`src/rtl/msst_pkg.sv`:
```
// Shared types, constants and width helpers for the moving sphere test.
`timescale 1ns / 1ps

package msst_pkg;

    localparam int COORD_BITS_DEF = 25;
    localparam int RAD_W          = 24;
    localparam int MIN_W          = 16;
    localparam int FRAC_BITS      = 16;
    localparam int TIME_W         = FRAC_BITS + 1;

    localparam logic [MIN_W-1:0]  MIN_MOTION_RESET = 16'd1;
    localparam logic [TIME_W-1:0] TIME_ONE         = 17'h10000;

    typedef enum logic [1:0] {
        ST_NONE    = 2'd0,
        ST_OVERLAP = 2'd1,
        ST_HIT     = 2'd2
    } status_t;

    // per-word control that rides alongside the datapath
    typedef struct packed {
        logic valid;
        logic overlap;
        logic reject;
    } msst_flags_t;

    // width of the Q.32 quadratic terms (cc, mm, mc, rr)
    function automatic int quad_width(input int cb);
        int a;
        int b;
        a = 2 * (cb + 1) + 2;
        b = 2 * (RAD_W + 1);
        return (a > b) ? a : b;
    endfunction

endpackage

```
`src/rtl/msst_div.sv`:
```
// Contact check and pipelined fraction divide, ending in the output register.
`timescale 1ns / 1ps

module msst_div
    import msst_pkg::*;
#(
    parameter int COORD_BITS = COORD_BITS_DEF
)
(
    input  logic                                clk,
    input  logic                                rst_n,
    input  logic                                en,
    input  msst_flags_t                         in_flags,
    input  logic [quad_width(COORD_BITS)-1:0]   amc,
    input  logic [quad_width(COORD_BITS)-1:0]   mm,
    input  logic [quad_width(COORD_BITS)-1:0]   root,
    output logic                                out_valid,
    output logic [1:0]                          hit_status,
    output logic [TIME_W-1:0]                   contact_time
);

    localparam int QW = quad_width(COORD_BITS);

    // check stage
    logic [QW-1:0]  n_next;
    logic           a_valid_reg, a_ovl_reg, a_hit_reg, a_eq_reg;
    logic [QW-1:0]  a_n_reg, a_mm_reg;

    assign n_next = amc - root;

    // divide stages
    logic [QW:0]           rm_in   [FRAC_BITS];
    logic [QW-1:0]         dm_in   [FRAC_BITS];
    logic [FRAC_BITS-1:0]  q_in    [FRAC_BITS];
    logic [2:0]            c_in    [FRAC_BITS];  // {eq, hit, overlap}
    logic                  v_in    [FRAC_BITS];

    logic [QW:0]           rm_reg  [FRAC_BITS];
    logic [QW-1:0]         dm_reg  [FRAC_BITS];
    logic [FRAC_BITS-1:0]  q_reg   [FRAC_BITS];
    logic [2:0]            c_reg   [FRAC_BITS];
    logic                  v_reg   [FRAC_BITS];

    always_ff @(posedge clk or negedge rst_n)
    begin
        if (!rst_n)
        begin
            a_valid_reg <= 1'b0;
            a_ovl_reg   <= 1'b0;
            a_hit_reg   <= 1'b0;
        end
        else if (en)
        begin
            a_valid_reg <= in_flags.valid;
            a_ovl_reg   <= in_flags.overlap;
            a_hit_reg   <= !in_flags.overlap && !in_flags.reject && (n_next <= mm);
        end
    end

    always_ff @(posedge clk)
    begin
        if (en)
        begin
            a_n_reg  <= n_next;
            a_mm_reg <= mm;
            a_eq_reg <= n_next == mm;
        end
    end

    for (genvar j = 0; j < FRAC_BITS; j++)
    begin : g_step
        logic [QW:0] sh;
        logic        ge;

        if (j == 0)
        begin : g_first
            assign rm_in[j] = {1'b0, a_n_reg};
            assign dm_in[j] = a_mm_reg;
            assign q_in[j]  = '0;
            assign c_in[j]  = {a_eq_reg, a_hit_reg, a_ovl_reg};
            assign v_in[j]  = a_valid_reg;
        end
        else
        begin : g_next
            assign rm_in[j] = rm_reg[j-1];
            assign dm_in[j] = dm_reg[j-1];
            assign q_in[j]  = q_reg[j-1];
            assign c_in[j]  = c_reg[j-1];
            assign v_in[j]  = v_reg[j-1];
        end

        assign sh = {rm_in[j][QW-1:0], 1'b0};
        assign ge = sh >= {1'b0, dm_in[j]};

        always_ff @(posedge clk or negedge rst_n)
        begin
            if (!rst_n)
            begin
                v_reg[j] <= 1'b0;
                c_reg[j] <= '0;
            end
            else if (en)
            begin
                v_reg[j] <= v_in[j];
                c_reg[j] <= c_in[j];
            end
        end

        always_ff @(posedge clk)
        begin
            if (en)
            begin
                rm_reg[j] <= ge ? (sh - {1'b0, dm_in[j]}) : sh;
                dm_reg[j] <= dm_in[j];
                q_reg[j]  <= {q_in[j][FRAC_BITS-2:0], ge};
            end
        end
    end

    // output register
    status_t              st_next, st_reg;
    logic [TIME_W-1:0]    t_next, t_reg;
    logic                 ov_reg;
    logic [2:0]           cl;

    assign cl = c_reg[FRAC_BITS-1];

    always_comb
    begin
        if (cl[0])
            st_next = ST_OVERLAP;
        else if (cl[1])
            st_next = ST_HIT;
        else
            st_next = ST_NONE;

        if (!cl[0] && cl[1])
            t_next = cl[2] ? TIME_ONE : {1'b0, q_reg[FRAC_BITS-1]};
        else
            t_next = '0;
    end

    always_ff @(posedge clk or negedge rst_n)
    begin
        if (!rst_n)
            ov_reg <= 1'b0;
        else if (en)
            ov_reg <= v_reg[FRAC_BITS-1];
    end

    always_ff @(posedge clk)
    begin
        if (en)
        begin
            st_reg <= st_next;
            t_reg  <= t_next;
        end
    end

    assign out_valid    = ov_reg;
    assign hit_status   = st_reg;
    assign contact_time = t_reg;

endmodule
```
`config.mk`:
```
export PLATFORM = sky130hd
export DESIGN_NAME = msst_div
export DESIGN_NICKNAME = d
export VERILOG_FILES = /design/src/rtl/msst_pkg.sv /design/src/rtl/msst_div.sv
export SDC_FILE = /design/constraint.sdc
export NUM_CORES = 2
export LEC_CHECK = 0
export ABC_AREA = 0
export BUFFER_PORTS_ARGS = -buffer_cell sky130_fd_sc_hd__buf_4
export CAP_MARGIN = 20
export CORE_UTILIZATION = 50
export DETAILED_ROUTE_END_ITERATION = 6
export GPL_TIMING_DRIVEN = 0
export PLACE_DENSITY = 0.66
export REMOVE_ABC_BUFFERS = 1
export SETUP_SLACK_MARGIN = 0.2
export SYNTH_ARGS = -nofsm -noshare
export SYNTH_HDL_FRONTEND = slang
export SYNTH_SLANG_ARGS = --single-unit
```
`constraint.sdc`:
```
create_clock -name clk -period 4.46 [get_ports clk]
set_clock_uncertainty 0.05 [all_clocks]
set_input_delay 0.669 -clock clk [delete_from_list [all_inputs] [get_ports clk]]
set_output_delay 0.669 -clock clk [all_outputs]
set_load 0.1 [all_outputs]
```
==> flow_summary_export.csv <==
group,metric,value,unit
outcome,outcome,"finished with violations",
outcome,violations,"setup timing",
worst_setup_path,end_kind,"register",
logic_synthesis,async_flop_share,3.48,%
power_and_ir_drop,switchingPower,41.7,mW
routing,drt_pass1_iterations,6,
finish,drive_gt1_share,12.1,%
logic_synthesis,ys_seq_area_share,47.9,%
sta,rsz0062_at_grt,"true",
sta,fin_tns_setup,-1100,ps
routing,drc_errors,0,
logic_synthesis,ys_ff_latch,1952,
worst_hold_path,hold_depth,3,
sta,fin_crit,5120,ps
sta,fmax,0.195,GHz
logic_synthesis,yosysUniqueCellTypes,100,
finish,fillCellCount,19927,
logic_synthesis,synth_top_cells_by_count,"1,884 x edfxtp_1, 1,258 x a21oi_1, 1,215 x inv_1, 970 x ha_1, 790 x nand2_1",
worst_hold_path,hold_class,"in2reg",
finish,syn_to_final_growth,14.0,%
routing,vias_per_cell,5.75,
clocking,htreeDepth,4,
sta,timing.final.ws_setup,-661,ps
global_routing,grt_overflow,0,
worst_setup_path,r2r-start,"a_n_reg[0]",
clocking,path_clk_slew,60,ps
floorplan,dieArea,245000,µm²
power_and_ir_drop,power,103,mW
global_routing,grt_pass1_vias,91069,
sta,post-route-period-util,115,%
logic_synthesis,yosys.area.top_type_share,46.5,%
floorplan,std_cell_rows,180,
global_routing,antenna_found_initial,7,
clocking,clk_latency,870,ps
worst_hold_path,worstHoldStart,"in_flags[0]",
routing,vias,88873,
logic_synthesis,synth_ff_type,"edfxtp_1",
logic_synthesis,synth_area,122000,µm²
logic_synthesis,synth_cells,11797,
logic_synthesis,postSynthAreaPerCell,10.3,µm²
sta,max_slew.worst_pin.slew,1230,ps
power_and_ir_drop,power.leakage,58.3,nW
flow_run,maxCapViolations,0,
routing,drt-initial-drc-count,5250,
finish,fin_nets,13224,
sta,drv_slew,0,
floorplan,die_y,495,µm
finish,multiInputGateArea,59700,µm²
logic_synthesis,synth_area_leaders,"edfxtp_1 47%, ha_1 10%, a21oi_1 5.2%",
placed_design,portBuffers,187,
placed_design,place.gp.congestion,1.06,
finish,finish.utilization,57.5,%
floorplan,num_io_pins,188,
worst_setup_path,start_kind,"primary input",
clocking,cts_sinks,1952,
power_and_ir_drop,powerDensity,740,nW/µm²
power_and_ir_drop,pwr-share-clk,17.3,%
global_routing,grt_pass1_wl,490000,µm
routing,wl_per_cell,20.6,µm
worst_setup_path,r2r_cells,23,
worst_setup_path,worstPathRequired,5170,ps
worst_setup_path,timing.rr.end,"rm_reg[0][5]",
clocking,cts_max_path_buffers,3,
global_routing,grt_max_degree,188,
worst_setup_path,slowest_stage,"a221o_1",
clocking,clock-root-buffer,"clkbuf_16",
worst_setup_path,critical_path.max_fanout,4,
worst_setup_path,worstSetupPathType,"in2reg",
worst_hold_path,holdPathEnd,"a_hit_reg",
global_routing,grt_use_total,25.5,%
sta,slew_headroom,17.0,%
logic_synthesis,synth_edf_count,1884,
routing,routed_wirelength,319000,µm
logic_synthesis,post-synth-top-area-cell,"edfxtp_1",
placed_design,dpl_worst_slack,-3430,ps
floorplan,start_util,50.4,%
clocking,cts_tree,"done",
power_and_ir_drop,p_sw_share,40.6,%
power_and_ir_drop,ir_drop,0.000400,V
logic_synthesis,ys_warn_count,0,
worst_setup_path,regToRegSetupSlack,80,ps
sta,timing.final.hold_violations,0,
power_and_ir_drop,p_comb_share,52.8,%
worst_setup_path,crit_arrival,5830,ps
sta,finalSetupViolations,2,
placed_design,place_hpwl,237000,µm
worst_setup_path,critical_path.max_stage_delay,360,ps
floorplan,coreArea,241000,µm²
floorplan,die_w,495,µm
clocking,numCtsBuffers,216,
power_and_ir_drop,internal_power,61.0,mW
finish,final-seq-area,58300,µm²
power_and_ir_drop,p_seq_share,29.9,%
routing,ant_nets,0,
logic_synthesis,yosysMostFrequentCell,"edfxtp_1",
layer usage:
metal	global-route usage [%]	vias up	wire, µm
li1	-	43463	-
met2	49.7	2370	171000
met1	23.7	41973	110000
met5	0	-	0
met4	20.6	0	28700
met3	2.85	1067	9410
power groups by stage:
stage | Sequential [mW] | Combinational [mW] | Clock [mW]
after floorplan | 30.0 | 37.0 | 0
after global placement | 31.4 | 48.4 | 0
after detailed placement | 31.0 | 49.3 | 0
after CTS | 30.6 | 52.4 | 18.2
after global routing | 31.2 | 59.2 | 18.9
final | 30.7 | 54.2 | 17.8
how the worst max path moves through the flow:
stage | startpoint | end | slack, ps | depth (start not counted)
after floorplan | dm_reg[0][163] | rm_reg[0][266] | -2400 | 14
after global placement | en | v_in[10] | -15410 | 2
after detailed placement | amc[0] | a_hit_reg | -3430 | 26
after CTS | amc[0] | a_hit_reg | -510 | 29
after global routing | amc[0] | a_hit_reg | -810 | 29
final | amc[0] | a_hit_reg | -660 | 29
cells in the final DEF (no fill, tap or decap), drive strengths merged, types with 29 or more instances in the layout:
| cell type | netlist | layout |
|---|---|---|
| a21boi | 39 | 39 |
| a211oi | 48 | 48 |
| a21oi | 1261 | 1262 |
| dfrtp | 68 | 68 |
| o211ai | 35 | 35 |
| a41oi | 29 | 29 |
| o21ai | 664 | 667 |
| ha | 970 | 970 |
| xnor2 | 469 | 469 |
| clkbuf | 329 | 274 |
| a221oi | 34 | 34 |
| a31o | 27 | 31 |
| nand2b | 104 | 104 |
| nand4 | 248 | 249 |
| mux2 | 295 | 295 |
| and4 | 38 | 38 |
| o21a | 89 | 89 |
| xor2 | 323 | 323 |
| nor4 | 50 | 50 |
| clkinv | 0 | 82 |
| and2 | 76 | 76 |
| o21bai | 153 | 153 |
| a31oi | 113 | 114 |
| nor3 | 103 | 103 |
| or3 | 35 | 35 |
| nor2b | 158 | 158 |
| and3 | 93 | 93 |
| nor2 | 763 | 763 |
| edfxtp | 1884 | 1884 |
| nand3 | 175 | 175 |
| buf | 112 | 410 |
| o31ai | 57 | 57 |
| a21o | 629 | 629 |
| inv | 1215 | 1222 |
| dlygate4sd3 | 0 | 57 |
| nand2 | 790 | 790 |
worst max-delay path: cells and delay by family:
family,cells,cell delay (ps)
AOI/OAI and AO/OA,13,2840
adders and majority gates,3,770
buffers and inverters,6,710
and+or+nand+nor,5,470
muxes,1,260
xor gates and xnor gates,1,90
cells by family after synthesis:
| group | after synthesis | share of synthesized area, % |
|---|---|---|
| multiplexers | 302 | 2.79 |
| adder cells (fa/ha/maj) | 986 | 10.2 |
| buffers and inverters | 1656 | 5.27 |
| XOR/XNOR | 792 | 5.70 |
| flip-flops | 1952 | 47.9 |
| AO/OA/AOI/OAI | 3400 | 17.5 |
| AND/OR/NAND/NOR | 2709 | 10.6 |
area by class of cell:
| class | count | area share [%] |
|---|---|---|
| flip-flops and latches | 1952 | 42.0 |
| clock buffers | 266 | 4.07 |
| multi-input cells | 8204 | 43.0 |
| diodes | 10 | 0.0180 |
| well taps | 3185 | 2.87 |
| clock inverters | 130 | 1.09 |
| inverters | 1215 | 3.30 |
| repair buffers | 481 | 3.60 |
per-stage QoR:
stage	cell area (µm²)	instances	hold slack (ps)
5_1_grt	139000	15441	93.3
3_3_place_gp	125000	14728	350
3_5_place_dp	126000	14779	355
2_1_floorplan	120000	11356	323
6_report	139000	15443	148
4_1_cts	137000	15360	62.1
timing repair:
item,CTS,global route
resized for setup,360,225
setup buffers,104,63
endpoints found under the hold margin,124,0
pin swaps,84,66
endpoints found under the setup margin,851,609
gates cloned,24,9
hold buffers,57,0
(Power assumes the default switching activity.)
